### config.mk
export PLATFORM = sky130hd
export DESIGN_NAME = cbbr_fifo
export DESIGN_NICKNAME = d
export VERILOG_FILES = /design/src/hw/rtl/cbbr_pkg.sv /design/src/hw/rtl/cbbr_fifo.sv
export SDC_FILE = /design/constraint.sdc
export NUM_CORES = 1
export LEC_CHECK = 0
export ABC_AREA = 1
export BUFFER_PORTS_ARGS = -buffer_cell sky130_fd_sc_hd__buf_2
export CORE_MARGIN = 5
export CORE_UTILIZATION = 35
export DETAILED_ROUTE_END_ITERATION = 10
export GPL_TIMING_DRIVEN = 0
export PLACE_DENSITY = 0.52
export SKIP_LAST_GASP = 1
export SLEW_MARGIN = 20
export SYNTH_ARGS = -nofsm -noshare
export SYNTH_HDL_FRONTEND = slang
export SYNTH_SLANG_ARGS = --single-unit
### constraint.sdc
create_clock -name i_clk -period 5.2 [get_ports i_clk]
set_clock_uncertainty 0.05 [all_clocks]
set_input_delay 0.52 -clock i_clk [delete_from_list [all_inputs] [get_ports i_clk]]
set_output_delay 0.52 -clock i_clk [all_outputs]
set_load 0.02 [all_outputs]
### src/hw/rtl/cbbr_pkg.sv
`default_nettype none

package cbbr_pkg;

    // Table sizes and field widths
    localparam int LEVEL_COUNT = 11;
    localparam int GRAY_COUNT  = LEVEL_COUNT + 1;
    localparam int MAX_WIDTH   = 4096;
    localparam int MAX_HEIGHT  = 4096;

    localparam int COORD_W = 12;
    localparam int SIZE_W  = COORD_W + 1;
    localparam int STEP_W  = 17;
    localparam int THR_W   = 20;
    localparam int GRAY_W  = 8;
    localparam int IDX_W   = 4;
    localparam int REQ_W   = 2;

    localparam int THR_AW = $clog2(LEVEL_COUNT);
    localparam int LVL_W  = $clog2(GRAY_COUNT);
    localparam int BUF_AW = $clog2(MAX_WIDTH);

    // Radius arithmetic: Q0.16 coordinates, Q4.12 result
    localparam int PROD_W   = COORD_W + STEP_W;
    localparam int SQ_W     = 2 * PROD_W;
    localparam int SUM_W    = SQ_W + 1;
    localparam int SCALED_W = SUM_W + 3;
    localparam int V_SHIFT  = 20;
    localparam int V_W      = 16;

    // Stream and configuration port widths
    localparam int IN_DATA_W  = IDX_W + THR_W + GRAY_W;
    localparam int OUT_DATA_W = 2 * COORD_W + 2 * GRAY_W;
    localparam int CFG_IDX_W  = 2;
    localparam int CFG_DATA_W = STEP_W;

    // Queue between front and back
    localparam int QUEUE_DEPTH = 4;
    localparam int QPTR_W      = $clog2(QUEUE_DEPTH);
    localparam int QCNT_W      = $clog2(QUEUE_DEPTH + 1);

    localparam logic [REQ_W-1:0] REQ_THR  = 2'd0;
    localparam logic [REQ_W-1:0] REQ_GRAY = 2'd1;
    localparam logic [REQ_W-1:0] REQ_PIX  = 2'd2;

    localparam logic [CFG_IDX_W-1:0] CFG_WIDTH  = 2'd0;
    localparam logic [CFG_IDX_W-1:0] CFG_HEIGHT = 2'd1;
    localparam logic [CFG_IDX_W-1:0] CFG_X_STEP = 2'd2;
    localparam logic [CFG_IDX_W-1:0] CFG_Y_STEP = 2'd3;

    localparam logic [SIZE_W-1:0] WIDTH_RESET  = 13'd640;
    localparam logic [SIZE_W-1:0] HEIGHT_RESET = 13'd480;
    localparam logic [SIZE_W-1:0] MIN_SIZE     = 13'd2;
    localparam logic [SIZE_W-1:0] MAX_W_SIZE   = SIZE_W'(MAX_WIDTH);
    localparam logic [SIZE_W-1:0] MAX_H_SIZE   = SIZE_W'(MAX_HEIGHT);
    localparam logic [STEP_W-1:0] X_STEP_RESET = 17'd103;
    localparam logic [STEP_W-1:0] Y_STEP_RESET = 17'd137;

    localparam logic [GRAY_W-1:0] GRAY_BLACK = 8'd0;
    localparam logic [GRAY_W-1:0] GRAY_WHITE = 8'd255;

    typedef enum logic [1:0] {
        KIND_THR,
        KIND_GRAY,
        KIND_PIX
    } t_kind;

    typedef struct packed {
        t_kind               kind;
        logic [IDX_W-1:0]    idx;
        logic [THR_W-1:0]    thr;
        logic [GRAY_W-1:0]   gray;
        logic [COORD_W-1:0]  row;
        logic [COORD_W-1:0]  col;
        logic                row_end;
        logic                frame_end;
    } t_cmd;

    typedef struct packed {
        logic [STEP_W-1:0] x_step;
        logic [STEP_W-1:0] y_step;
    } t_steps;

    typedef struct packed {
        t_cmd             cmd;
        logic [LVL_W-1:0] level;
    } t_lvl_item;

    typedef struct packed {
        logic [COORD_W-1:0] row;
        logic [COORD_W-1:0] col;
        logic [GRAY_W-1:0]  band;
        logic               bvalid;
        logic [GRAY_W-1:0]  bgray;
        logic               frame_last;
    } t_result;

endpackage

`default_nettype wire

### src/hw/rtl/cbbr_fifo.sv
`default_nettype none

module cbbr_fifo (
    input  wire logic           i_clk,
    input  wire logic           i_rst_n,
    input  wire logic           i_push,
    input  wire cbbr_pkg::t_cmd i_data,
    output logic                o_full,
    input  wire logic           i_pop,
    output cbbr_pkg::t_cmd      o_data,
    output logic                o_empty
);
    import cbbr_pkg::*;

    t_cmd              r_mem [QUEUE_DEPTH];
    logic [QPTR_W-1:0] r_wr_ptr;
    logic [QPTR_W-1:0] r_rd_ptr;
    logic [QCNT_W-1:0] r_count;
    logic [QPTR_W-1:0] n_wr_ptr;
    logic [QPTR_W-1:0] n_rd_ptr;
    logic [QCNT_W-1:0] n_count;

    assign o_full  = (r_count == QCNT_W'(QUEUE_DEPTH));
    assign o_empty = (r_count == '0);
    assign o_data  = r_mem[r_rd_ptr];

    always_comb begin
        n_wr_ptr = r_wr_ptr;
        n_rd_ptr = r_rd_ptr;
        n_count  = r_count;
        if (i_push) begin
            n_wr_ptr = r_wr_ptr + QPTR_W'(1);
        end
        if (i_pop) begin
            n_rd_ptr = r_rd_ptr + QPTR_W'(1);
        end
        if (i_push && !i_pop) begin
            n_count = r_count + QCNT_W'(1);
        end else if (!i_push && i_pop) begin
            n_count = r_count - QCNT_W'(1);
        end
    end

    always_ff @(posedge i_clk) begin
        if (!i_rst_n) begin
            r_wr_ptr <= '0;
            r_rd_ptr <= '0;
            r_count  <= '0;
        end else begin
            r_wr_ptr <= n_wr_ptr;
            r_rd_ptr <= n_rd_ptr;
            r_count  <= n_count;
        end
    end

    always_ff @(posedge i_clk) begin
        if (i_push) begin
            r_mem[r_wr_ptr] <= i_data;
        end
    end

`ifndef SYNTH
    a_count_bound: assert property (@(posedge i_clk) disable iff (!i_rst_n)
        r_count <= QCNT_W'(QUEUE_DEPTH))
        else $error("queue count past depth");

    a_push_room: assert property (@(posedge i_clk) disable iff (!i_rst_n)
        i_push |-> !o_full)
        else $error("push into full queue");

    a_pop_data: assert property (@(posedge i_clk) disable iff (!i_rst_n)
        i_pop |-> !o_empty)
        else $error("pop from empty queue");
`endif

endmodule

`default_nettype wire

==> results of run 1 <==
## final cells by class
class / instances / area [um^2]
fillers: 2509 / 15370
repair buffers: 129 / 720.7
clock buffers: 30 / 686.9
well taps: 341 / 426.7
multi-input cells: 334 / 1808
plain buffers: 38 / 252.7
inverters: 17 / 73.82
flip-flops and latches: 249 / 7387
clock inverters: 17 / 145.1
## logic make-up (layout without fill, tap and decap cells)
logic type               Yosys count  after routing  synth area share
buffers and inverters             55            231           0.03328
adder cells (fa/ha/maj)            6              6          0.008682
flip-flops                       249            249            0.7766
AO/OA/AOI/OAI                    190            190            0.1210
AND/OR/NAND/NOR                  138            138           0.06038
## where the power goes
| part | total, W | internal, W | switching [W] |
|---|---|---|---|
| sequential | 0.00231 | 0.00229 | 0.0000216 |
| combinational | 0.000503 | 0.000159 | 0.000344 |
| clock | 0.00178 | 0.00105 | 0.000737 |
## layout by cell type (no fill, tap or decap), types with 3 or more instances in the layout
master / synthesis / final
nor2_1: 105 / 105
o21ai_0: 86 / 86
o22ai_1: 40 / 40
inv_4: 0 / 4
clkbuf_1: 19 / 22
clkbuf_16: 0 / 27
nand2_1: 9 / 9
buf_2: 7 / 132
o22ai_2: 20 / 20
buf_6: 9 / 9
o21ai_1: 40 / 40
inv_1: 16 / 12
clkinv_1: 0 / 5
nor2_2: 20 / 20
a21oi_1: 4 / 4
dfxtp_1: 9 / 9
buf_8: 3 / 3
ha_1: 5 / 5
clkinv_2: 0 / 7
edfxtp_1: 240 / 240
## layer usage
| layer | track usage | part of all wire | vias to the layer above |
|---|---|---|---|
| li1 | - | - | 2706 |
| met1 | 0.1927 | 0.45 | 2686 |
| met2 | 0.2335 | 0.47 | 149 |
| met3 | 0.02575 | 0.057 | 41 |
| met4 | 0.03764 | 0.022 | 2 |
| met5 | 0 | 0.00051 | - |
## critical path, cell delays in order (launching register included)
cell and delay [ps]:
dfxtp_1 440, inv_1 350, clkbuf_1 430, o21ai_1 130, o22ai_1 240, buf_2 220
## flip-flops by register name (all words and copies together) (netlist names), named ones only
name and cells:
r_rd_ptr 2, r_count 3, r_mem 240, r_wr_ptr 2
## per-stage QoR
stage | hold WS (ps) | std cells
5_1_grt | 142.2 | 1155
4_1_cts | 133.0 | 1155
2_1_floorplan | 361.5 | 638
3_3_place_gp | 383.0 | 1104
3_5_place_dp | 383.2 | 1108
6_report | 160.7 | 1155
## worst paths after layout
check | from | endpoint | slack, ps | depth (start not counted)
min | i_data[54] | r_mem[3][54] | 160 | 1
max reg2reg | r_wr_ptr[0] | r_mem[0][4] | 3460 | 5
max | flip-flop | o_data[19] | 2310 | 5
min reg2reg | r_rd_ptr[1] | r_rd_ptr[1] | 390 | 1
==> results.sh, run 1 <==
export IMPL_run_status="finished clean"
export IMPL_async_flop_share=0
export IMPL_holdCritPathClass="in2reg"
export IMPL_fin_nets=866
export IMPL_die_h_um=174.9
export IMPL_wire_per_inst_um=18.85
export IMPL_gp_congestion=0.7209
export IMPL_htreeDepth=1
export IMPL_powerDensity_nw_per_um2=399.8
export IMPL_diodes=0
export IMPL_synth_seq_cells=249
export IMPL_cts_inserted_buffers=27
export IMPL_cts_resized=0
export IMPL_crit_required_ps=4630
export IMPL_clock_latency_ps=510
export IMPL_gr_total_overflow=0
export IMPL_placed_area_um2=10670
export IMPL_rows=60
export IMPL_synthFlopType="edfxtp_1"
export IMPL_grt_usage=0.1409
export IMPL_finish_utilization=0.4279
export IMPL_ant_nets=0
export IMPL_grt_pass1_wl_um=33870
export IMPL_maxCapViolCount=0
export IMPL_finalSetupViolations=0
export IMPL_final_min_clock_period_ps=2894
export IMPL_synth_edf_count=240
export IMPL_die_w_um=174.9
export IMPL_grt_pass1_vias=5844
export IMPL_synth_area_per_cell_um2=14.91
export IMPL_dp_hpwl_um=12870
export IMPL_core_um2=26880
export IMPL_netlist_area_leader_share=0.7577
export IMPL_area_growth_pct=20.92
export IMPL_cts_root_buf="clkbuf_16"
export IMPL_first_iter_violations=386
export IMPL_worst_ir_drop_vdd_mv=0.2679
export IMPL_slew_headroom=0.5921
export IMPL_cts_buffer_depth=3
export IMPL_yosysSeqAreaShare=0.7766
export IMPL_synth_most_common_cell="edfxtp_1"
export IMPL_dp_slack_ps=2774
export IMPL_finalSetupTns_ps=0
export IMPL_crit_type="reg2out"
export IMPL_endpoint_kind="output pin"
export IMPL_syn_inst=638
export IMPL_finalWirelength_um=21770
export IMPL_finalCritPeriodShare=0.5565
export IMPL_hold_viol_final=0
export IMPL_worstPathArrival_ps=2320
export IMPL_finalMaxSlewViolations=0
export IMPL_dieArea_um2=30570
export IMPL_rsz0062_at_grt="false"
export IMPL_portBuffers=125
export IMPL_worst_slack_ps=2306
export IMPL_synth_area_leaders="edfxtp_1 76%, o21ai_0 4.5%, nor2_1 4.1%, o22ai_1 2.6%, o22ai_2 2.6%"
export IMPL_cts_setup_buffers=0
export IMPL_final_area_um2=11500
export IMPL_grt_max_degree=38
export IMPL_leakagePower_nw=4.037
export IMPL_netlist_area_um2=9512
export IMPL_tightest_slew_ps=611.9
export IMPL_start_util=0.3539
export IMPL_cts_tree="yes"
export IMPL_yosys_warnings=0
export IMPL_drc=0
export IMPL_critPathLaunchType="flip-flop"
export IMPL_synth_cell_types=21
export IMPL_hold_buffers=0
export IMPL_yosys_area_top_type="edfxtp_1"
export IMPL_clkSlewWorstSetupHoldPaths_ps=60
export IMPL_cp_max_fo=10
export IMPL_synth_fp_nets=708
export IMPL_drive_above_1_share=0.2850
export IMPL_synth_common_cells="240 x edfxtp_1, 105 x nor2_1, 86 x o21ai_0, 40 x o21ai_1, 40 x o22ai_1"
export IMPL_firstDrtPassIters=4
export IMPL_vias=5584
export IMPL_clkSinkCount=249
export IMPL_viasPerCell=4.835
export IMPL_ioPinCount=126
export IMPL_antenna_found_initial=1
export IMPL_timing_fmax_mhz=345.6
export IMPL_total_power_w=0.004598
(Power assumes the default switching activity.)
==> inputs of run 2 (changes only) <==
Clock period 5.2 ns to 2.8 ns, I/O delays scaled along.
==> run 2 against run 1 <==
  * Sequential cell count unchanged
  * Cell area increased by 5.4%
  * Utilization increased by 2.3 points
  * Sequential power increased by 86%
  * Critical path depth unchanged
  * Largest power group unchanged
==> results.sh, run 2 (synthesis gave the netlist of run 1 again) <==
export IMPL_grt_pass1_vias=6101
export IMPL_powerDensity_nw_per_um2=710.8
export IMPL_worst_path_stages=5
export IMPL_layout_commonest_cell="edfxtp_1"
export IMPL_clkSinkCount=249
export IMPL_grt_max_degree=38
export IMPL_viasPerCell=4.763
export IMPL_slew_headroom=0.5972
export IMPL_firstDrtPassIters=4
export IMPL_critPathLaunchType="flip-flop"
export IMPL_die_w_um=174.9
export IMPL_cts_root_buf="clkbuf_16"
export IMPL_crit_type="reg2out"
export IMPL_cts_setup_buffers=0
export IMPL_cp_top_family="buffers and inverters"
export IMPL_drive_above_1_share=0.2674
export IMPL_rows=60
export IMPL_gr_total_overflow=0
export IMPL_worst_ir_drop_vdd_mv=0.5202
export IMPL_die_h_um=174.9
export IMPL_clock_latency_ps=510
export IMPL_hold_viol_final=0
export IMPL_ioPinCount=126
export IMPL_core_um2=26880
export IMPL_reg_top3="r_mem x240, r_count x3"
export IMPL_finalCritPeriodShare=0.9450
export IMPL_final_min_clock_period_ps=2646
export IMPL_finalWirelength_um=22130
export IMPL_timing_fmax_mhz=377.9
export IMPL_path_buf_inv=3
export IMPL_gp_congestion=0.7209
export IMPL_total_power_w=0.008612
export IMPL_antenna_found_initial=1
export IMPL_dieArea_um2=30570
export IMPL_cts_tree="yes"
export IMPL_dp_hpwl_um=12870
export IMPL_finalMaxSlewViolations=0
export IMPL_grt_pass1_wl_um=34620
export IMPL_start_util=0.3539
export IMPL_cts_inserted_buffers=27
export IMPL_largest_reg_flops=240
export IMPL_htreeDepth=1
export IMPL_cts_buffer_depth=3
export IMPL_drc=0
export IMPL_reg2reg_to="r_mem[0][4]"
export IMPL_rsz0062_at_grt="true"
export IMPL_regMostFlops="r_mem"
export IMPL_wire_per_inst_um=18.18
export IMPL_finish_utilization=0.4508
export IMPL_run_status="finished clean"
export IMPL_vias=5796
export IMPL_holdCritPathClass="in2reg"
export IMPL_r2r_start="r_wr_ptr[0]"
export IMPL_tightest_slew_ps=604.3
export IMPL_area_growth_pct=27.39
export IMPL_fin_nets=927
export IMPL_grt_usage=0.1432
export IMPL_finalSetupViolations=0
export IMPL_endpoint_kind="output pin"
export IMPL_maxCapViolCount=0
export IMPL_reg2reg_depth=5
export IMPL_ff2ff_setup_slack_ps=1060
export IMPL_cp_max_fo=10
export IMPL_worstPathCellList="inv_1 > buf_1 > o21ai_0 > o22ai_2 > buf_2"
export IMPL_final_cell_mix="240 x edfxtp_1, 132 x buf_2, 105 x nor2_1, 86 x o21ai_0, 61 x dlygate4sd3_1"
export IMPL_clkSlewWorstSetupHoldPaths_ps=60
export IMPL_crit_end="o_data[4]"
export IMPL_portBuffers=125
export IMPL_crit_slowest_cell="dfxtp_1"
export IMPL_ant_nets=0
export IMPL_fillers=2454
export IMPL_finalSetupTns_ps=0
export IMPL_max_stage_delay_ps=430
export IMPL_crit_required_ps=2470
export IMPL_worstPathArrival_ps=2320
export IMPL_leakagePower_nw=4.297
export IMPL_first_iter_violations=382
-- run 2: cell count changes in the layout (fill, tap and decap cells not counted), sizes merged --
cell and change:
diode +1, dlygate4sd3 +61, buf +3, clkbuf -3
-- run 2: worst reg2reg max path: cells and delay by family, from the launching register on --
| kind | cells | cell delay [ps] |
|---|---|---|
| buf+inv | 3 | 770 |
| flops | 1 | 320 |
| fa+ha+maj | 1 | 160 |
| simple gates | 1 | 80 |
-- run 2: what timing repair did --
action                                  in CTS  in global routing
hold endpoints to repair                   243                  0
endpoints found under the setup margin       0                  9
hold buffers                                61                  0
resized for setup                            0                  7
-- run 2: where the power goes --
part           internal, W  switching (W)
Sequential         0.00425      0.0000401
Clock              0.00194        0.00137
Combinational     0.000352       0.000652
-- run 2: area by class of cell --
class                           count  area [um^2]  area share
Clock buffer                       30        686.9     0.05669
Inverter                           17        73.82    0.006093
Clock inverter                     17        145.1     0.01198
Sequential cell                   249         7387      0.6097
Timing Repair Buffer              190         1331      0.1099
Multi-Input combinational cell    334         1808      0.1492
Tap cell                          341        426.7     0.03521
Antenna cell                        1        2.502   0.0002065
Buffer                             38        255.2     0.02107
-- run 2: stage by stage --
| step | cells | setup WS [ps] | cell area (um^2) | hold WS [ps] |
|---|---|---|---|---|
| finish | 1217 | 154.1 | 12120 | 56.67 |
| global route | 1217 | -11.10 | 12120 | 89.71 |
| CTS | 1216 | 42.48 | 12110 | 34.02 |
| detailed placement | 1108 | 614.2 | 10670 | 383.2 |
| global placement | 1104 | -593.4 | 10560 | 383.0 |
| floorplan | 638 | 579.5 | 9512 | 328.9 |
-- run 2: how the worst min path moves through the flow --
| stage | start | end | slack (ps) | cells after the start |
|---|---|---|---|---|
| after floorplan | i_data[0] | r_mem[0][0] | 330 | 0 |
| after global placement | r_rd_ptr[1] | r_rd_ptr[1] | 380 | 1 |
| after detailed placement | r_rd_ptr[1] | flip-flop | 380 | 1 |
| after CTS | i_pop | r_rd_ptr[0] | 30 | 4 |
| after global routing | i_push | r_wr_ptr[1] | 90 | 3 |
| final | i_pop | r_rd_ptr[0] | 60 | 4 |
-- run 2: per-layer routing --
| metal | vias to the layer above | wire (um) | global-route usage |
|---|---|---|---|
| met5 | - | 0 | 0 |
| met4 | 0 | 474 | 0.03764 |
| met2 | 148 | 10480 | 0.2396 |
| met3 | 38 | 1131 | 0.02423 |
| met1 | 2777 | 10040 | 0.1951 |
| li1 | 2833 | - | - |
==> inputs of run 3 (changes only) <==
Settings changed: PLACE_DENSITY 0.52 to not set.
==> run 3 against run 2 <==
  * Hold slack improved by 18 ps
  * Critical path type unchanged
  * Final cell count about the same
  * Highest routed layer unchanged
  * Sequential power is essentially flat
  * Wire length is 1.9% lower
  * Non-clock buffer count unchanged
  * Largest power group unchanged
  * Combinational power is essentially flat
  * Total power increased by 2.9%
  * First-iteration DRC count fell by 14%
  * Clock power rose by 7.6%
  * Fmax increased by 0.12%
==> results.sh, run 3 (synthesis gave the netlist of run 1 again) <==
export IMPL_run_status="finished clean"
export IMPL_firstDrtPassIters=4
export IMPL_regArea_um2=7387
export IMPL_met1_usage=0.1822
export IMPL_dieArea_um2=30570
export IMPL_r2r_start="r_wr_ptr[0]"
export IMPL_holdCritPathClass="in2reg"
export IMPL_worst_slack_ps=157.4
export IMPL_cts_tree="yes"
export IMPL_viasPerCell=4.752
export IMPL_endpoint_kind="output pin"
export IMPL_crit_required_ps=2470
export IMPL_cts_root_buf="clkbuf_16"
export IMPL_finalWirelength_um=21700
export IMPL_gp_congestion=0.6683
export IMPL_drive_above_1_share=0.2702
export IMPL_gr_usage_met3=0.02661
export IMPL_ioPinCount=126
export IMPL_core_um2=26880
export IMPL_ant_nets=0
export IMPL_diodes=0
export IMPL_grt_busiest_layer="met2"
export IMPL_final_min_clock_period_ps=2643
export IMPL_clkSlewWorstSetupHoldPaths_ps=60
export IMPL_cts_buffer_depth=3
export IMPL_wire_per_inst_um=17.81
export IMPL_fillers=2407
export IMPL_slew_headroom=0.6320
export IMPL_powerDensity_nw_per_um2=727.6
export IMPL_clock_latency_ps=510
export IMPL_cts_inserted_buffers=27
export IMPL_tightest_slew_ps=551.2
export IMPL_htreeDepth=1
export IMPL_area_growth_pct=28.01
export IMPL_use_met2=0.2453
export IMPL_portBuffers=125
export IMPL_grt_pass1_vias=6077
export IMPL_largest_reg_flops=240
export IMPL_rows=60
export IMPL_maxCapViolCount=0
export IMPL_reg_top3="r_mem x240, r_count x3"
export IMPL_hold_viol_final=0
export IMPL_rsz0062_at_grt="true"
export IMPL_finalSetupTns_ps=0
export IMPL_timing_fmax_mhz=378.4
export IMPL_die_w_um=174.9
export IMPL_worst_ir_drop_vdd_mv=0.5583
export IMPL_antenna_found_initial=0
export IMPL_regMostFlops="r_mem"
export IMPL_finish_utilization=0.4530
export IMPL_critPathLaunchType="flip-flop"
export IMPL_grt_pass1_wl_um=33660
export IMPL_layout_commonest_cell="edfxtp_1"
export IMPL_fin_nets=927
export IMPL_grt_max_degree=33
export IMPL_finalCritPeriodShare=0.9438
export IMPL_finalMaxSlewViolations=0
export IMPL_clkSinkCount=249
export IMPL_crit_type="reg2out"
export IMPL_dp_slack_ps=576.2
export IMPL_final_cell_mix="240 x edfxtp_1, 132 x buf_2, 105 x nor2_1, 86 x o21ai_0, 61 x dlygate4sd3_1"
export IMPL_grt_usage=0.1399
export IMPL_cp_max_fo=10
export IMPL_start_util=0.3539
export IMPL_leakagePower_nw=4.333
export IMPL_drc=0
export IMPL_min_from="i_push"
export IMPL_die_h_um=174.9
export IMPL_worstPathArrival_ps=2310
export IMPL_multiInputGateArea_um2=1808
export IMPL_first_iter_violations=329
export IMPL_gr_total_overflow=0
export IMPL_finalSetupViolations=0
export IMPL_dp_hpwl_um=12800
export IMPL_cts_setup_buffers=0
export IMPL_vias=5788
==> run 3: cell count changes in the layout (fill, tap and decap cells not counted), moves of 2 or more <==
| cell | before | now |
|---|---|---|
| buf_1 | 3 | 0 |
| bufinv_16 | 2 | 5 |
| clkbuf_2 | 2 | 5 |
| buf_12 | 2 | 4 |
| buf_16 | 2 | 0 |
| clkinv_2 | 7 | 5 |
==> run 3: worst max-delay path, cell delays in order (launching register included) <==
cell and delay (ps):
dfxtp_1 490, inv_1 360, clkbuf_1 440, o21ai_1 130
o22ai_1 170, buf_2 200
==> run 3: repair_timing <==
action | in CTS | in global routing
resized for setup | 0 | 10
hold buffers | 61 | 0
endpoints found under the hold margin | 242 | 0
endpoints found under the setup margin | 0 | 14
==> run 3: path summary, 6_finish.rpt <==
path / end / slack (ps) / cells past startpoint
max reg2reg: r_mem[0][4] / 1060 / 5
max: o_data[45] / 160 / 5
min reg2reg: r_rd_ptr[1] / 400 / 1
min: r_wr_ptr[0] / 70 / 3
==> run 3: area by class of cell <==
| cell class | instances | area share |
|---|---|---|
| Timing Repair Buffer | 190 | 0.1081 |
| Buffer | 38 | 0.02127 |
| Multi-Input combinational cell | 334 | 0.1485 |
| Tap cell | 341 | 0.03504 |
| Clock buffer | 31 | 0.05673 |
| Inverter | 17 | 0.006063 |
| Clock inverter | 18 | 0.01757 |
| Sequential cell | 249 | 0.6067 |
==> run 3: report_power, final <==
part | switching, W | leakage, nW | internal, W
logic | 0.000646 | 1.61 | 0.000351
registers | 0.0000421 | 2.28 | 0.00425
clock network | 0.00134 | 0.442 | 0.00222
total | 0.00203 | 4.33 | 0.00683
==> run 3: routing by layer <==
metal,vias to the layer above,wire [um],share of wire
met3,23,975,0.045
met5,-,0,0
li1,2836,-,-
met1,2805,9485,0.44
met2,124,10950,0.50
met4,0,291,0.013
==> run 3: metrics by stage <==
stage / power [W] / instances / cell area (um^2) / hold slack, ps
2_1_floorplan: 0.004932 / 638 / 9512 / 328.9
3_3_place_gp: 0.005311 / 1104 / 10560 / 380.3
3_5_place_dp: 0.005323 / 1108 / 10650 / 380.0
4_1_cts: 0.008975 / 1218 / 12170 / 44.39
5_1_grt: 0.009238 / 1218 / 12180 / 67.53
6_report: 0.008859 / 1218 / 12180 / 74.52
