`src/hw/rtl/cbbr_pkg.sv`:
```
`default_nettype none

package cbbr_pkg;

    // Table sizes and field widths
    localparam int LEVEL_COUNT = 11;
    localparam int GRAY_COUNT  = LEVEL_COUNT + 1;
    localparam int MAX_WIDTH   = 4096;
    localparam int MAX_HEIGHT  = 4096;

    localparam int COORD_W = 12;
    localparam int SIZE_W  = COORD_W + 1;
    localparam int STEP_W  = 17;
    localparam int THR_W   = 20;
    localparam int GRAY_W  = 8;
    localparam int IDX_W   = 4;
    localparam int REQ_W   = 2;

    localparam int THR_AW = $clog2(LEVEL_COUNT);
    localparam int LVL_W  = $clog2(GRAY_COUNT);
    localparam int BUF_AW = $clog2(MAX_WIDTH);

    // Radius arithmetic: Q0.16 coordinates, Q4.12 result
    localparam int PROD_W   = COORD_W + STEP_W;
    localparam int SQ_W     = 2 * PROD_W;
    localparam int SUM_W    = SQ_W + 1;
    localparam int SCALED_W = SUM_W + 3;
    localparam int V_SHIFT  = 20;
    localparam int V_W      = 16;

    // Stream and configuration port widths
    localparam int IN_DATA_W  = IDX_W + THR_W + GRAY_W;
    localparam int OUT_DATA_W = 2 * COORD_W + 2 * GRAY_W;
    localparam int CFG_IDX_W  = 2;
    localparam int CFG_DATA_W = STEP_W;

    // Queue between front and back
    localparam int QUEUE_DEPTH = 4;
    localparam int QPTR_W      = $clog2(QUEUE_DEPTH);
    localparam int QCNT_W      = $clog2(QUEUE_DEPTH + 1);

    localparam logic [REQ_W-1:0] REQ_THR  = 2'd0;
    localparam logic [REQ_W-1:0] REQ_GRAY = 2'd1;
    localparam logic [REQ_W-1:0] REQ_PIX  = 2'd2;

    localparam logic [CFG_IDX_W-1:0] CFG_WIDTH  = 2'd0;
    localparam logic [CFG_IDX_W-1:0] CFG_HEIGHT = 2'd1;
    localparam logic [CFG_IDX_W-1:0] CFG_X_STEP = 2'd2;
    localparam logic [CFG_IDX_W-1:0] CFG_Y_STEP = 2'd3;

    localparam logic [SIZE_W-1:0] WIDTH_RESET  = 13'd640;
    localparam logic [SIZE_W-1:0] HEIGHT_RESET = 13'd480;
    localparam logic [SIZE_W-1:0] MIN_SIZE     = 13'd2;
    localparam logic [SIZE_W-1:0] MAX_W_SIZE   = SIZE_W'(MAX_WIDTH);
    localparam logic [SIZE_W-1:0] MAX_H_SIZE   = SIZE_W'(MAX_HEIGHT);
    localparam logic [STEP_W-1:0] X_STEP_RESET = 17'd103;
    localparam logic [STEP_W-1:0] Y_STEP_RESET = 17'd137;

    localparam logic [GRAY_W-1:0] GRAY_BLACK = 8'd0;
    localparam logic [GRAY_W-1:0] GRAY_WHITE = 8'd255;

    typedef enum logic [1:0] {
        KIND_THR,
        KIND_GRAY,
        KIND_PIX
    } t_kind;

    typedef struct packed {
        t_kind               kind;
        logic [IDX_W-1:0]    idx;
        logic [THR_W-1:0]    thr;
        logic [GRAY_W-1:0]   gray;
        logic [COORD_W-1:0]  row;
        logic [COORD_W-1:0]  col;
        logic                row_end;
        logic                frame_end;
    } t_cmd;

    typedef struct packed {
        logic [STEP_W-1:0] x_step;
        logic [STEP_W-1:0] y_step;
    } t_steps;

    typedef struct packed {
        t_cmd             cmd;
        logic [LVL_W-1:0] level;
    } t_lvl_item;

    typedef struct packed {
        logic [COORD_W-1:0] row;
        logic [COORD_W-1:0] col;
        logic [GRAY_W-1:0]  band;
        logic               bvalid;
        logic [GRAY_W-1:0]  bgray;
        logic               frame_last;
    } t_result;

endpackage

`default_nettype wire

```
`src/hw/rtl/cbbr_front.sv`:
```
`default_nettype none

module cbbr_front (
    input  wire logic                             i_clk,
    input  wire logic                             i_rst_n,
    input  wire logic                             i_s_tvalid,
    output logic                                  o_s_tready,
    input  wire logic [cbbr_pkg::IN_DATA_W-1:0]   i_s_tdata,
    input  wire logic [cbbr_pkg::REQ_W-1:0]       i_s_tuser,
    input  wire logic                             i_cfg_wr_en,
    input  wire logic [cbbr_pkg::CFG_IDX_W-1:0]   i_cfg_index,
    input  wire logic [cbbr_pkg::CFG_DATA_W-1:0]  i_cfg_data,
    input  wire logic                             i_q_full,
    output logic                                  o_q_push,
    output cbbr_pkg::t_cmd                        o_q_data,
    output cbbr_pkg::t_steps                      o_steps
);
    import cbbr_pkg::*;

    logic [SIZE_W-1:0]  r_width;
    logic [SIZE_W-1:0]  r_height;
    logic [STEP_W-1:0]  r_x_step;
    logic [STEP_W-1:0]  r_y_step;
    logic [COORD_W-1:0] r_row;
    logic [COORD_W-1:0] r_col;
    logic [COORD_W-1:0] n_row;
    logic [COORD_W-1:0] n_col;

    logic [IDX_W-1:0]  w_idx;
    logic [THR_W-1:0]  w_thr;
    logic [GRAY_W-1:0] w_gray;
    t_kind             w_kind;
    logic              w_keep;
    logic [SIZE_W-1:0] w_col_inc;
    logic [SIZE_W-1:0] w_row_inc;
    logic              w_row_end;
    logic              w_frame_end;
    logic              w_pix_push;

    function automatic logic [SIZE_W-1:0] clamp_size(input logic [SIZE_W-1:0] v,
                                                     input logic [SIZE_W-1:0] hi);
        logic [SIZE_W-1:0] res;
        if (v < MIN_SIZE) begin
            res = MIN_SIZE;
        end else if (v > hi) begin
            res = hi;
        end else begin
            res = v;
        end
        return res;
    endfunction

    assign w_idx  = i_s_tdata[IDX_W-1:0];
    assign w_thr  = i_s_tdata[IDX_W+THR_W-1:IDX_W];
    assign w_gray = i_s_tdata[IN_DATA_W-1:IDX_W+THR_W];

    // Sort requests; drop unknown types and out-of-range loads here
    always_comb begin
        w_keep = 1'b0;
        w_kind = KIND_PIX;
        unique case (i_s_tuser)
            REQ_THR: begin
                w_kind = KIND_THR;
                w_keep = (w_idx < IDX_W'(LEVEL_COUNT));
            end
            REQ_GRAY: begin
                w_kind = KIND_GRAY;
                w_keep = (w_idx <= IDX_W'(LEVEL_COUNT));
            end
            REQ_PIX: begin
                w_kind = KIND_PIX;
                w_keep = 1'b1;
            end
            default: begin
                w_keep = 1'b0;
            end
        endcase
    end

    assign w_col_inc   = {1'b0, r_col} + SIZE_W'(1);
    assign w_row_inc   = {1'b0, r_row} + SIZE_W'(1);
    assign w_row_end   = (w_col_inc >= r_width);
    assign w_frame_end = w_row_end && (w_row_inc >= r_height);

    assign o_s_tready = !i_q_full;
    assign o_q_push   = i_s_tvalid && o_s_tready && w_keep;
    assign w_pix_push = o_q_push && (w_kind == KIND_PIX);

    always_comb begin
        o_q_data.kind      = w_kind;
        o_q_data.idx       = w_idx;
        o_q_data.thr       = w_thr;
        o_q_data.gray      = w_gray;
        o_q_data.row       = r_row;
        o_q_data.col       = r_col;
        o_q_data.row_end   = w_row_end;
        o_q_data.frame_end = w_frame_end;
    end

    assign o_steps.x_step = r_x_step;
    assign o_steps.y_step = r_y_step;

    // Advance raster position on each pixel request
    always_comb begin
        n_row = r_row;
        n_col = r_col;
        if (w_pix_push) begin
            if (w_row_end) begin
                n_col = '0;
                n_row = w_frame_end ? '0 : w_row_inc[COORD_W-1:0];
            end else begin
                n_col = w_col_inc[COORD_W-1:0];
            end
        end
    end

    always_ff @(posedge i_clk) begin
        if (!i_rst_n) begin
            r_row <= '0;
            r_col <= '0;
        end else begin
            r_row <= n_row;
            r_col <= n_col;
        end
    end

    always_ff @(posedge i_clk) begin
        if (!i_rst_n) begin
            r_width  <= WIDTH_RESET;
            r_height <= HEIGHT_RESET;
            r_x_step <= X_STEP_RESET;
            r_y_step <= Y_STEP_RESET;
        end else if (i_cfg_wr_en) begin
            unique case (i_cfg_index)
                CFG_WIDTH:  r_width  <= clamp_size(i_cfg_data[SIZE_W-1:0], MAX_W_SIZE);
                CFG_HEIGHT: r_height <= clamp_size(i_cfg_data[SIZE_W-1:0], MAX_H_SIZE);
                CFG_X_STEP: r_x_step <= i_cfg_data[STEP_W-1:0];
                CFG_Y_STEP: r_y_step <= i_cfg_data[STEP_W-1:0];
                default:    r_width  <= r_width;
            endcase
        end
    end

endmodule

`default_nettype wire

```
`config.mk`:
```
export PLATFORM = sky130hd
export DESIGN_NAME = cbbr_front
export DESIGN_NICKNAME = d
export VERILOG_FILES = /design/src/hw/rtl/cbbr_pkg.sv /design/src/hw/rtl/cbbr_front.sv
export SDC_FILE = /design/constraint.sdc
export NUM_CORES = 1
export LEC_CHECK = 0
export BUFFER_PORTS_ARGS = -buffer_cell sky130_fd_sc_hd__buf_2
export CAP_MARGIN = 20
export CORE_UTILIZATION = 30
export CTS_CLUSTER_DIAMETER = 200
export DETAILED_ROUTE_END_ITERATION = 8
export PLACE_DENSITY_LB_ADDON = 0.3
export RECOVER_POWER = 100
export SYNTH_ARGS = -nofsm -noshare
export SYNTH_HDL_FRONTEND = slang
export SYNTH_SLANG_ARGS = --single-unit
```
`constraint.sdc`:
```
create_clock -name i_clk -period 3.2 [get_ports i_clk]
set_clock_uncertainty 0.2 [all_clocks]
set_input_delay 0.16 -clock i_clk [delete_from_list [all_inputs] [get_ports i_clk]]
set_output_delay 0.16 -clock i_clk [all_outputs]
set_load 0.02 [all_outputs]
```
==> summary.json, run 1 <==
{
  "outcome": {
    "status": "finished, violations left",
    "violations_in_the_final_reports": "negative setup slack"
  },
  "drt": {
    "wire_per_inst_um": 14.45,
    "route.detailed.drc": 0,
    "drt.antenna.violating_nets": 0,
    "drt-total-wl_um": 12500,
    "detail_route.first_pass.iterations": 5,
    "drt-vias-per-instance": 4.923,
    "via_count": 4258,
    "drt-initial-drc-count": 228
  },
  "cts": {
    "htree_levels": 3,
    "clock_sink_count": 84,
    "clkTransAtPathRegs_ns": 0.06,
    "worst_skew_pair.late_latency_ns": 0.35,
    "tritoncts.num_buffers": 9,
    "cts.root.buffer_cell": "sky130_fd_sc_hd__clkbuf_16",
    "clock_path_buffers": 2,
    "cts_tree": "yes"
  },
  "synthesis": {
    "synth_fa_ha_area_frac": 0.07854,
    "nets_in_the_synthesized_netlist": 640,
    "yosys.area.top_type": "sky130_fd_sc_hd__dfxtp_1",
    "syn_inst": 554,
    "syn_area_sq_um": 4461,
    "synth.lib_cells_used.distinct": 51,
    "post_synth.cell_area_avg_sq_um": 8.051,
    "synthDominantCellAreaShare": 0.3770,
    "share_of_synthesized_flip_flops_with_an_asynchronous_set_or_reset": 0,
    "synth_area_leaders": "sky130_fd_sc_hd__dfxtp_1 (38%), sky130_fd_sc_hd__nand2_1 (10%), sky130_fd_sc_hd__ha_1 (7.9%)",
    "yosys.area_share.xor_xnor": 0.03731,
    "combinational_family_with_the_most_area_after_synthesis": "simple AND/OR/NAND/NOR gates",
    "synth_seq_cells": 84,
    "synth-simple-area-share": 0.2297,
    "synth_compound_gate_area_share": 0.1607,
    "share_of_synthesized_area_spent_on_multiplexers": 0.002525,
    "synthMostInstantiatedCell": "sky130_fd_sc_hd__nand2_1",
    "synth_warn": 0,
    "synth.top_cells.by_count": "sky130_fd_sc_hd__nand2_1 (120), sky130_fd_sc_hd__dfxtp_1 (84), sky130_fd_sc_hd__a21oi_1 (54), sky130_fd_sc_hd__nand3_1 (35), sky130_fd_sc_hd__buf_4 (34)",
    "ys_seq_area_frac": 0.3770,
    "synthFlopType": "sky130_fd_sc_hd__dfxtp_1",
    "synth-edff-count": 0
  },
  "floorplan": {
    "initial_utilization": 0.3069,
    "fp-row-count": 44,
    "floorplan.io_pins": 154,
    "die_y_extent_um": 123.9,
    "floorplan.die.width_um": 123.9,
    "core_area_sq_um": 14530,
    "die_area_sq_um": 15360
  },
  "critical_path": {
    "timing.critical_path.cells": "and3_4, and3_4, nand3_4, xnor2_4, ha_1, and2_4, a221o_1, a221oi_2, o21a_2, inv_2, and2_4, buf_6",
    "critPathRequiredTime_ns": 2.84,
    "path_max_fanout": 6,
    "startpoint_type": "register",
    "crit_slowest_cell": "sky130_fd_sc_hd__dfxtp_4",
    "criticalPathCategory": "reg -> out",
    "cp-end-kind": "output pin",
    "crit_path_max_cell_delay_ns": 0.35,
    "data_arrival_at_the_endpoint_of_the_critical_path_ns": 3.02,
    "regToRegSetupSlack_ns": -0.14
  },
  "final_layout": {
    "fillers": 1529,
    "antennaDiodeCount": 0,
    "postLayoutCoreUtil": 0.4017,
    "net_count_final": 762,
    "final_standard_cell_count_with_taps_included_and_fillers_excluded": 865,
    "final_layout_size_suffix_gt1_frac": 0.2144,
    "finalInstanceArea_sq_um": 5838,
    "multi_input_area_sq_um": 2444,
    "area.sequential_sq_um": 1712,
    "area_growth_syn_to_layout_pct": 30.88
  },
  "placed_design": {
    "placed_cells_incl_taps": 812,
    "dpl_worst_slack_ns": -0.4860,
    "dpl-instance-area_sq_um": 5134,
    "gp_routability_congestion": 0.7576,
    "place_hpwl_um": 8960,
    "port_buffers": 97
  },
  "grt": {
    "grt.total_usage": 0.1660,
    "via_count_of_the_first_global_routing_pass": 3993,
    "grt_max_degree": 55,
    "gr-total-overflow": 0,
    "grt_first_pass_wirelength_um": 19380,
    "grt_antenna_before_repair": 0
  },
  "power_and_ir_drop": {
    "ir_worst_vdd_v": 0.0002220,
    "cellLeakagePower_nw": 2.430,
    "powerDensity_nw_per_um2": 422.7
  },
  "sta": {
    "grt_setup_unrepaired": "true",
    "layout_worst_path_cycle_share": 1.056,
    "slew_viol_final": 0,
    "final_hold_viol_count": 0,
    "max_freq_ghz": 0.2959,
    "min_period_ns": 3.379,
    "setup_violations": 14,
    "max-slew-margin-rel": 0.3158,
    "timing.final.ws_setup_ns": -0.1790,
    "tightestPinTransition_ns": 1.023
  },
  "min_path": {
    "hold_class": "in -> out"
  },
  "job": {
    "maxCapViolations": 0
  }
}
worst max-delay path: cells and delay by family, from the launching register on:
family	cells	cell delay [ns]
AOI/OAI and AO/OA	3	0.90
xor gates and xnor gates	1	0.16
adders and majority gates	1	0.29
buffers and inverters	2	0.18
DFF	1	0.35
and+or+nand+nor	5	0.80
metrics by stage:
stage / setup TNS [ns] / hold WS (ns) / power (mW)
after floorplan: 0 / 0.08397 / 1.392
after global placement: -3.791 / 0.1201 / 1.476
after detailed placement: -5.570 / 0.1201 / 1.485
after CTS: -2.184 / 0.1201 / 2.498
after global routing: -3.347 / 0.1200 / 2.581
final: -1.787 / 0.1200 / 2.468
final timing paths:
path | startpoint | end | cells after the start
setup / recovery | r_col[2] | o_q_data[0] | 12
setup reg to reg | r_col[2] | r_row[3] | 15
hold reg to reg | r_y_step[10] | r_y_step[10] | 2
hold / removal | i_s_tdata[6] | o_q_data[36] | 0
cells in the final DEF (no fill, tap or decap), types with 6 or more instances in the layout:
cell type and count:
sky130_fd_sc_hd__clkbuf_1 70, sky130_fd_sc_hd__ha_1 25, sky130_fd_sc_hd__nor3_1 6, sky130_fd_sc_hd__nor2_1 16, sky130_fd_sc_hd__dfxtp_1 72, sky130_fd_sc_hd__buf_2 27
sky130_fd_sc_hd__xnor2_1 11, sky130_fd_sc_hd__a21oi_1 52, sky130_fd_sc_hd__buf_4 51, sky130_fd_sc_hd__dfxtp_2 6, sky130_fd_sc_hd__a221o_1 6, sky130_fd_sc_hd__a21o_1 9
sky130_fd_sc_hd__inv_1 29, sky130_fd_sc_hd__and3_1 8, sky130_fd_sc_hd__nand2_1 119, sky130_fd_sc_hd__a32o_1 8, sky130_fd_sc_hd__dlygate4sd3_1 20, sky130_fd_sc_hd__dfxtp_4 6
sky130_fd_sc_hd__o211ai_1 9, sky130_fd_sc_hd__nand3_1 32, sky130_fd_sc_hd__clkbuf_16 9
power by group:
| part | switching [mW] | total, mW | internal [mW] |
|---|---|---|---|
| clock network | 0.444 | 0.977 | 0.533 |
| registers | 0.0219 | 1.10 | 1.08 |
| logic | 0.231 | 0.389 | 0.158 |
cell type report:
cell class,instances,share of cell area
Sequential cell,84,0.2932
Inverter,31,0.01993
Clock inverter,6,0.007715
Clock buffer,10,0.03922
Tap cell,184,0.03943
Timing Repair Buffer,173,0.1820
Multi-Input combinational cell,377,0.4186
per-layer routing:
metal / global-route usage / up-vias / routed length [um]
li1: - / 2112 / -
met1: 0.2015 / 1972 / 5344
met2: 0.2736 / 156 / 5934
met3: 0.04945 / 18 / 1045
met4: 0.06696 / 0 / 176
met5: 0 / - / 0
flip-flops by register name, indices dropped and copies added, names as in the netlist:
signal	flops
r_col	12
r_height	13
r_width	13
r_y_step	17
r_x_step	17
r_row	12
kinds of logic (layout without fill, tap and decap cells):
group	count (synthesis)	in the layout
AO/OA/AOI/OAI	107	107
XOR/XNOR	19	19
adder cells (fa/ha/maj)	28	28
buffers and inverters	93	220
flip-flops	84	84
multiplexers	1	1
AND/OR/NAND/NOR	222	222
repair_timing:
action                     4_1_cts  5_1_grt
pin swaps                       13       12
hold buffers                    20        0
buffers inserted                15        5
resized for setup               24       13
setup endpoints to repair       24       19
hold endpoints to repair        50        0
No activity file was read; power rests on OpenSTA's default activity.
==> run 2: changes to the inputs <==
--- a/config.mk
+++ b/config.mk
@@ -7,11 +7,13 @@
 export LEC_CHECK = 0
 export BUFFER_PORTS_ARGS = -buffer_cell sky130_fd_sc_hd__buf_2
 export CAP_MARGIN = 20
+export CORE_ASPECT_RATIO = 1.25
 export CORE_UTILIZATION = 30
 export CTS_CLUSTER_DIAMETER = 200
 export DETAILED_ROUTE_END_ITERATION = 8
 export PLACE_DENSITY_LB_ADDON = 0.3
 export RECOVER_POWER = 100
+export SETUP_SLACK_MARGIN = 0.3
 export SYNTH_ARGS = -nofsm -noshare
 export SYNTH_HDL_FRONTEND = slang
 export SYNTH_SLANG_ARGS = --single-unit
==> constraint.sdc (replaced) <==
create_clock -name i_clk -period 3.2 [get_ports i_clk]
set_clock_uncertainty 0.2 [all_clocks]
set_input_delay 0.48 -clock i_clk [delete_from_list [all_inputs] [get_ports i_clk]]
set_output_delay 0.48 -clock i_clk [all_outputs]
set_load 0.02 [all_outputs]
==> summary.json, run 2 (synthesized netlist as in run 1, its figures left out) <==
{
  "drt": {
    "route.detailed.drc": {"value": 24, "change": "was 0"},
    "via_count": {"value": 4155, "change": "was 4258"},
    "drt-initial-drc-count": {"value": 167, "change": "was 228"},
    "drt.antenna.violating_nets": {"value": 0, "change": "unchanged"},
    "detail_route.first_pass.iterations": {"value": 6, "change": "was 5"},
    "drt-total-wl": {"value": 12490, "unit": "um", "change": "was 12500 um"},
    "wire_per_inst": {"value": 14.85, "unit": "um", "change": "was 14.45 um"},
    "drt-vias-per-instance": {"value": 4.941, "change": "was 4.923"}
  },
  "final_layout": {
    "most_common_cell_after_layout_fill_and_taps_aside": {"value": "sky130_fd_sc_hd__nand2_1", "change": "unchanged"},
    "postLayoutCoreUtil": {"value": 0.3965, "change": "was 0.4017"},
    "largestRegisters": {"value": "r_x_step: 17 flops, r_y_step: 17 flops", "change": "unchanged"},
    "area_growth_syn_to_layout": {"value": 28.61, "unit": "%", "change": "was 30.88%"},
    "final_layout_size_suffix_gt1_frac": {"value": 0.2459, "change": "was 0.2144"},
    "net_count_final": {"value": 745, "change": "was 762"},
    "antennaDiodeCount": {"value": 0, "change": "unchanged"},
    "final_cell_mix": {"value": "sky130_fd_sc_hd__nand2_1 (120), sky130_fd_sc_hd__dfxtp_1 (72), sky130_fd_sc_hd__clkbuf_1 (61)", "change": "was sky130_fd_sc_hd__nand2_1 (119), sky130_fd_sc_hd__dfxtp_1 (72), sky130_fd_sc_hd__clkbuf_1 (70)"},
    "fillers": {"value": 1509, "change": "was 1529"}
  },
  "sta": {
    "max-slew-margin-rel": {"value": 0.1966, "change": "was 0.3158"},
    "min_period": {"value": 3.639, "unit": "ns", "change": "was 3.379 ns"},
    "layout_worst_path_cycle_share": {"value": 1.137, "change": "was 1.056"},
    "max_freq": {"value": 0.2748, "unit": "GHz", "change": "was 0.2959 GHz"},
    "slew_viol_final": {"value": 0, "change": "unchanged"},
    "tightestPinTransition": {"value": 1.205, "unit": "ns", "change": "was 1.023 ns"},
    "grt_setup_unrepaired": {"value": "true", "change": "unchanged"},
    "setup_violations": {"value": 10, "change": "was 14"},
    "timing.final.ws_setup": {"value": -0.4388, "unit": "ns", "change": "was -0.1790 ns"},
    "setup-tns-final": {"value": -1.310, "unit": "ns", "change": "was -1.787 ns"},
    "final_hold_viol_count": {"value": 0, "change": "unchanged"}
  },
  "grt": {
    "gr-total-overflow": {"value": 0, "change": "unchanged"},
    "grt_antenna_before_repair": {"value": 0, "change": "unchanged"},
    "grt.total_usage": {"value": 0.1604, "change": "was 0.1660"},
    "via_count_of_the_first_global_routing_pass": {"value": 4116, "change": "was 3993"},
    "grt_max_degree": {"value": 55, "change": "unchanged"},
    "grt_first_pass_wirelength": {"value": 19950, "unit": "um", "change": "was 19380 um"}
  },
  "critical_path": {
    "startpoint_type": {"value": "register", "change": "unchanged"},
    "cp-end-kind": {"value": "output pin", "change": "unchanged"},
    "criticalPathCategory": {"value": "reg -> out", "change": "unchanged"},
    "data_arrival_at_the_endpoint_of_the_critical_path": {"value": 2.96, "unit": "ns", "change": "was 3.02 ns"},
    "critPathRequiredTime": {"value": 2.52, "unit": "ns", "change": "was 2.84 ns"},
    "path_max_fanout": {"value": 3, "change": "was 6"}
  },
  "floorplan": {
    "die_y_extent": {"value": 138.3, "unit": "um", "change": "was 123.9 um"},
    "initial_utilization": {"value": 0.3083, "change": "was 0.3069"},
    "fp-row-count": {"value": 49, "change": "was 44"},
    "floorplan.die.width": {"value": 111.1, "unit": "um", "change": "was 123.9 um"},
    "floorplan.io_pins": {"value": 154, "change": "unchanged"},
    "core_area": {"value": 14470, "unit": "sq um", "change": "was 14530 sq um"},
    "die_area": {"value": 15360, "unit": "sq um", "change": "about the same"}
  },
  "placed_design": {
    "port_buffers": {"value": 97, "change": "unchanged"},
    "gp_routability_congestion": {"value": 0.7498, "change": "was 0.7576"},
    "place_hpwl": {"value": 9031, "unit": "um", "change": "was 8960 um"},
    "dpl_worst_slack": {"value": -0.3219, "unit": "ns", "change": "was -0.4860 ns"}
  },
  "cts": {
    "htree_levels": {"value": 3, "change": "unchanged"},
    "clock_path_buffers": {"value": 2, "change": "unchanged"},
    "post_cts_hold_buffer_count": {"value": 0, "change": "was 20"},
    "clock_sink_count": {"value": 84, "change": "unchanged"},
    "clkTransAtPathRegs": {"value": 0.07, "unit": "ns", "change": "was 0.06 ns"},
    "cts_tree": {"value": "yes", "change": "unchanged"},
    "worst_skew_pair.late_latency": {"value": 0.34, "unit": "ns", "change": "was 0.35 ns"},
    "tritoncts.num_buffers": {"value": 9, "change": "unchanged"},
    "cts.root.buffer_cell": {"value": "sky130_fd_sc_hd__clkbuf_16", "change": "unchanged"}
  },
  "min_path": {
    "hold_class": {"value": "in -> reg", "change": "was in -> out"}
  },
  "power_and_ir_drop": {
    "p_total": {"value": 2.501, "unit": "mW", "change": "was 2.468 mW"},
    "power_internal": {"value": 1.828, "unit": "mW", "change": "was 1.771 mW"},
    "switching_share_of_power": {"value": 0.2692, "change": "was 0.2825"},
    "share_comb_of_total_power": {"value": 0.149, "change": "was 0.158"},
    "sequentialPowerShare": {"value": 0.441, "change": "was 0.446"},
    "cellLeakagePower": {"value": 2.417, "unit": "nW", "change": "was 2.430 nW"},
    "p_clk_frac": {"value": 0.410, "change": "was 0.396"},
    "switchingPower": {"value": 0.6732, "unit": "mW", "change": "was 0.6971 mW"},
    "ir_worst_vdd": {"value": 0.0002162, "unit": "V", "change": "was 0.0002220 V"},
    "powerDensity": {"value": 436.0, "unit": "nW/um^2", "change": "was 422.7 nW/um^2"}
  },
  "outcome": {
    "status": {"value": "finished, violations left", "change": "unchanged"},
    "violations_in_the_final_reports": {"value": "design-rule violations, negative setup slack", "change": "was negative setup slack"}
  },
  "job": {
    "maxCapViolations": {"value": 0, "change": "unchanged"}
  }
}
==> run 2: cell types whose count changed in the layout (fill, tap and decap cells not counted), moves of 3 or more <==
| cell | change |
|---|---|
| sky130_fd_sc_hd__dlygate4sd3_1 | -20 |
| sky130_fd_sc_hd__clkbuf_1 | -9 |
| sky130_fd_sc_hd__buf_2 | +8 |
| sky130_fd_sc_hd__buf_4 | +3 |
| sky130_fd_sc_hd__dfxtp_2 | -3 |
| sky130_fd_sc_hd__dfxtp_4 | +3 |
| sky130_fd_sc_hd__inv_4 | +3 |
==> run 2: critical path: stages, from the launching register on <==
cell and delay (ns):
sky130_fd_sc_hd__dfxtp_4 0.35, sky130_fd_sc_hd__and3_4 0.20, sky130_fd_sc_hd__nand3_4 0.07, sky130_fd_sc_hd__inv_2 0.06, sky130_fd_sc_hd__and3_4 0.21, sky130_fd_sc_hd__xor2_4 0.19, sky130_fd_sc_hd__ha_4 0.23, sky130_fd_sc_hd__and2_4 0.13
sky130_fd_sc_hd__a221o_1 0.31, sky130_fd_sc_hd__a221oi_2 0.32, sky130_fd_sc_hd__o21a_2 0.24, sky130_fd_sc_hd__inv_4 0.04, sky130_fd_sc_hd__and2_4 0.15, sky130_fd_sc_hd__buf_6 0.12
==> run 2: final timing paths <==
check | from | to | slack (ns) | cells after the start
setup / recovery | r_col[3] | o_q_data[0] | -0.44 | 13
hold / removal | i_cfg_data[13] | r_y_step[13] | 0.19 | 3
setup reg to reg | r_col[3] | r_row[2] | -0.09 | 14
hold reg to reg | r_width[12] | r_width[12] | 0.26 | 2
==> run 2: timing repair <==
action / CTS / global route
hold endpoints to repair: 0 / 0
resized for setup: 12 / 31
pin swaps: 8 / 19
endpoints found under the setup margin: 26 / 26
buffers inserted: 2 / 6
cloned: 0 / 2
==> run 2: power by group through the flow <==
| stage | combinational [mW] | sequential [mW] | clock, mW |
|---|---|---|---|
| global placement | 0.358 | 1.12 | 0 |
| floorplan | 0.229 | 1.17 | 0 |
| CTS | 0.367 | 1.10 | 1.05 |
| finish | 0.372 | 1.10 | 1.03 |
| global route | 0.410 | 1.11 | 1.10 |
| detailed placement | 0.363 | 1.12 | 0 |
==> run 2: routing by layer <==
layer,global-route usage,wire length [um],part of all wire,vias up
met5,0,0,0,-
met4,0.05903,265,0.021,0
met3,0.04559,766,0.061,20
met2,0.2655,5902,0.47,138
met1,0.1978,5557,0.44,1926
li1,-,-,-,2071
==> run 2: layout make-up <==
cell class	instances	area, sq um	share of cell area
Clock buffer	10	229.0	0.03991
Clock inverter	5	58.81	0.01025
Inverter	31	118.9	0.02072
Multi-Input combinational cell	378	2521	0.4395
Sequential cell	84	1719	0.2997
Tap cell	178	222.7	0.03882
Timing Repair Buffer	155	867.1	0.1511
==> run 2: stage by stage <==
step           hold slack (ns)  std cells  cell area (sq um)
2_1_floorplan           0.2363        554               4569
3_3_place_gp            0.2417        816               5241
3_5_place_dp            0.2473        816               5241
4_1_cts                 0.1769        833               5584
5_1_grt                 0.1824        841               5737
6_report                0.1908        841               5737
==> run 3: changes to the inputs <==
--- a/config.mk
+++ b/config.mk
@@ -17,3 +17,4 @@
 export SYNTH_ARGS = -nofsm -noshare
 export SYNTH_HDL_FRONTEND = slang
 export SYNTH_SLANG_ARGS = --single-unit
+export TNS_END_PERCENT = 20
==> summary.json, run 3 (synthesized netlist as in run 1, its figures left out) <==
{
  "sta": {
    "timing.final.ws_setup": {"value": -0.3862, "unit": "ns", "change": "was -0.4388 ns"},
    "min_period": {"value": 3.586, "unit": "ns", "change": "was 3.639 ns"},
    "setup_violations": {"value": 14, "change": "was 10"},
    "layout_worst_path_cycle_share": {"value": 1.121, "change": "was 1.137"},
    "max_freq": {"value": 0.2788, "unit": "GHz", "change": "was 0.2748 GHz"},
    "final_hold_viol_count": {"value": 0, "change": "unchanged"},
    "max-slew-margin-rel": {"value": 0.2969, "change": "was 0.1966"},
    "hold_ws": {"value": 0.1976, "unit": "ns", "change": "was 0.1908 ns"},
    "grt_setup_unrepaired": {"value": "true", "change": "unchanged"},
    "slew_viol_final": {"value": 0, "change": "unchanged"},
    "tightestPinTransition": {"value": 1.055, "unit": "ns", "change": "was 1.205 ns"}
  },
  "critical_path": {
    "source_of_the_critical_timing_path": {"value": "r_col[4]", "change": "was r_col[3]"},
    "endpoint": {"value": "o_q_data[0]", "change": "unchanged"},
    "cp-end-kind": {"value": "output pin", "change": "unchanged"},
    "regToRegSetupSlack": {"value": -0.18, "unit": "ns", "change": "was -0.09 ns"},
    "startpoint_type": {"value": "register", "change": "unchanged"},
    "critPathRequiredTime": {"value": 2.52, "unit": "ns", "change": "about the same"},
    "path_max_fanout": {"value": 3, "change": "unchanged"},
    "regToRegEndpoint": {"value": "r_col[5]", "change": "was r_row[2]"},
    "data_arrival_at_the_endpoint_of_the_critical_path": {"value": 2.91, "unit": "ns", "change": "was 2.96 ns"},
    "worstRegToRegCells": {"value": 19, "change": "was 14"},
    "timing.rr.start": {"value": "r_col[4]", "change": "was r_col[3]"},
    "criticalPathCategory": {"value": "reg -> out", "change": "unchanged"}
  },
  "grt": {
    "grt_max_degree": {"value": 47, "change": "was 55"},
    "gr-total-overflow": {"value": 0, "change": "unchanged"},
    "grt_antenna_before_repair": {"value": 0, "change": "unchanged"},
    "grt.total_usage": {"value": 0.1631, "change": "was 0.1604"},
    "grt_first_pass_wirelength": {"value": 20250, "unit": "um", "change": "was 19950 um"},
    "via_count_of_the_first_global_routing_pass": {"value": 4149, "change": "was 4116"}
  },
  "cts": {
    "tritoncts.num_buffers": {"value": 9, "change": "unchanged"},
    "cts_tree": {"value": "yes", "change": "unchanged"},
    "htree_levels": {"value": 3, "change": "unchanged"},
    "post_cts_hold_buffer_count": {"value": 0, "change": "unchanged"},
    "cts.root.buffer_cell": {"value": "sky130_fd_sc_hd__clkbuf_16", "change": "unchanged"},
    "clkTransAtPathRegs": {"value": 0.07, "unit": "ns", "change": "about the same"},
    "clock_path_buffers": {"value": 2, "change": "unchanged"},
    "worst_skew_pair.late_latency": {"value": 0.34, "unit": "ns", "change": "about the same"},
    "clock_sink_count": {"value": 84, "change": "unchanged"}
  },
  "floorplan": {
    "initial_utilization": {"value": 0.3083, "change": "unchanged"},
    "die_area": {"value": 15360, "unit": "sq um", "change": "unchanged"},
    "die_y_extent": {"value": 138.3, "unit": "um", "change": "unchanged"},
    "floorplan.die.width": {"value": 111.1, "unit": "um", "change": "unchanged"},
    "floorplan.io_pins": {"value": 154, "change": "unchanged"},
    "core_area": {"value": 14470, "unit": "sq um", "change": "unchanged"},
    "fp-row-count": {"value": 49, "change": "unchanged"}
  },
  "final_layout": {
    "antennaDiodeCount": {"value": 0, "change": "unchanged"},
    "net_count_final": {"value": 745, "change": "unchanged"},
    "finalInstanceArea": {"value": 5708, "unit": "sq um", "change": "was 5737 sq um"},
    "largestRegisters": {"value": "r_x_step: 17 flops, r_y_step: 17 flops", "change": "unchanged"},
    "area.sequential": {"value": 1709, "unit": "sq um", "change": "was 1719 sq um"},
    "fillers": {"value": 1522, "change": "was 1509"},
    "final_cell_mix": {"value": "sky130_fd_sc_hd__nand2_1 (120), sky130_fd_sc_hd__dfxtp_1 (72), sky130_fd_sc_hd__clkbuf_1 (70)", "change": "was sky130_fd_sc_hd__nand2_1 (120), sky130_fd_sc_hd__dfxtp_1 (72), sky130_fd_sc_hd__clkbuf_1 (61)"},
    "most_common_cell_after_layout_fill_and_taps_aside": {"value": "sky130_fd_sc_hd__nand2_1", "change": "unchanged"},
    "area_growth_syn_to_layout": {"value": 27.97, "unit": "%", "change": "was 28.61%"},
    "multi_input_area": {"value": 2470, "unit": "sq um", "change": "was 2521 sq um"},
    "postLayoutCoreUtil": {"value": 0.3945, "change": "was 0.3965"},
    "final_layout_size_suffix_gt1_frac": {"value": 0.2262, "change": "was 0.2459"}
  },
  "drt": {
    "wire_per_inst": {"value": 14.79, "unit": "um", "change": "was 14.85 um"},
    "drt-total-wl": {"value": 12440, "unit": "um", "change": "was 12490 um"},
    "drt.antenna.violating_nets": {"value": 0, "change": "unchanged"},
    "via_count": {"value": 4159, "change": "was 4155"},
    "route.detailed.drc": {"value": 22, "change": "was 24"},
    "drt-vias-per-instance": {"value": 4.945, "change": "was 4.941"},
    "detail_route.first_pass.iterations": {"value": 6, "change": "unchanged"},
    "drt-initial-drc-count": {"value": 144, "change": "was 167"}
  },
  "outcome": {
    "violations_in_the_final_reports": {"value": "design-rule violations, negative setup slack", "change": "unchanged"},
    "status": {"value": "finished, violations left", "change": "unchanged"}
  },
  "placed_design": {
    "gp_routability_congestion": {"value": 0.8260, "change": "was 0.7498"},
    "dpl-instance-area": {"value": 5184, "unit": "sq um", "change": "was 5241 sq um"},
    "dpl_worst_slack": {"value": -0.4031, "unit": "ns", "change": "was -0.3219 ns"},
    "port_buffers": {"value": 97, "change": "unchanged"},
    "place_hpwl": {"value": 9098, "unit": "um", "change": "was 9031 um"}
  },
  "job": {
    "maxCapViolations": {"value": 0, "change": "unchanged"}
  },
  "power_and_ir_drop": {
    "p_total": {"value": 2.510, "unit": "mW", "change": "was 2.501 mW"},
    "powerDensity": {"value": 439.7, "unit": "nW/um^2", "change": "was 436.0 nW/um^2"},
    "ir_worst_vdd": {"value": 0.0002331, "unit": "V", "change": "was 0.0002162 V"},
    "cellLeakagePower": {"value": 2.374, "unit": "nW", "change": "was 2.417 nW"}
  },
  "min_path": {
    "hold_class": {"value": "in -> reg", "change": "unchanged"},
    "min_delay_path_depth": {"value": 3, "change": "unchanged"}
  }
}
[run 3: timing repair]
action / 4_1_cts / 5_1_grt
endpoints found under the setup margin: 26 / 26
setup buffers: 11 / 4
resized for setup: 17 / 23
pin swaps: 15 / 11
gates cloned: 0 / 0
[run 3: per-stage QoR]
step / cells / setup TNS (ns)
final: 841 / -1.684
after global routing: 841 / -4.093
after CTS: 837 / -2.683
after detailed placement: 811 / -4.520
after global placement: 811 / -3.805
after floorplan: 554 / -0.2213
[run 3: report_power, final]
group,switching (mW),leakage (nW),internal (mW)
Clock,0.416,0.138,0.621
Sequential,0.0221,0.689,1.08
Combinational,0.228,1.55,0.142
Total,0.666,2.37,1.84
[run 3: worst max-delay path, cell delays in order (launching register included)]
cell and delay, ns:
sky130_fd_sc_hd__dfxtp_4 0.35, sky130_fd_sc_hd__and3_4 0.20, sky130_fd_sc_hd__nand3_4 0.07, sky130_fd_sc_hd__inv_2 0.06, sky130_fd_sc_hd__and3_4 0.20, sky130_fd_sc_hd__xor2_4 0.19, sky130_fd_sc_hd__ha_4 0.23, sky130_fd_sc_hd__and2_4 0.16
sky130_fd_sc_hd__a221o_1 0.32, sky130_fd_sc_hd__a221oi_2 0.28, sky130_fd_sc_hd__o21a_2 0.23, sky130_fd_sc_hd__inv_4 0.04, sky130_fd_sc_hd__and2_4 0.13, sky130_fd_sc_hd__buf_6 0.12
[run 3: per-layer routing]
metal	wire length, um	share of wire	track usage	vias to the layer above
li1	-	-	-	2075
met2	6033	0.48	0.2784	144
met1	5308	0.43	0.1946	1923
met3	920	0.074	0.05173	17
met5	0	0	0	-
met4	179	0.014	0.05050	0
[run 3: layout make-up]
cell class	count	share of cell area
Clock inverter	4	0.008768
Tap cell	178	0.03902
Timing Repair Buffer	156	0.1567
Multi-Input combinational cell	377	0.4327
Clock buffer	11	0.04253
Inverter	31	0.02082
Sequential cell	84	0.2994
[run 3: worst min-delay path by stage]
stage / startpoint / slack (ns) / to
finish: i_cfg_data[14] / 0.20 / r_y_step[14]
global placement: r_y_step[11] / 0.24 / r_y_step[11]
CTS: i_cfg_data[14] / 0.19 / r_y_step[14]
floorplan: r_height[10] / 0.24 / r_height[10]
detailed placement: r_x_step[14] / 0.25 / r_x_step[14]
global route: i_cfg_data[15] / 0.20 / r_x_step[15]
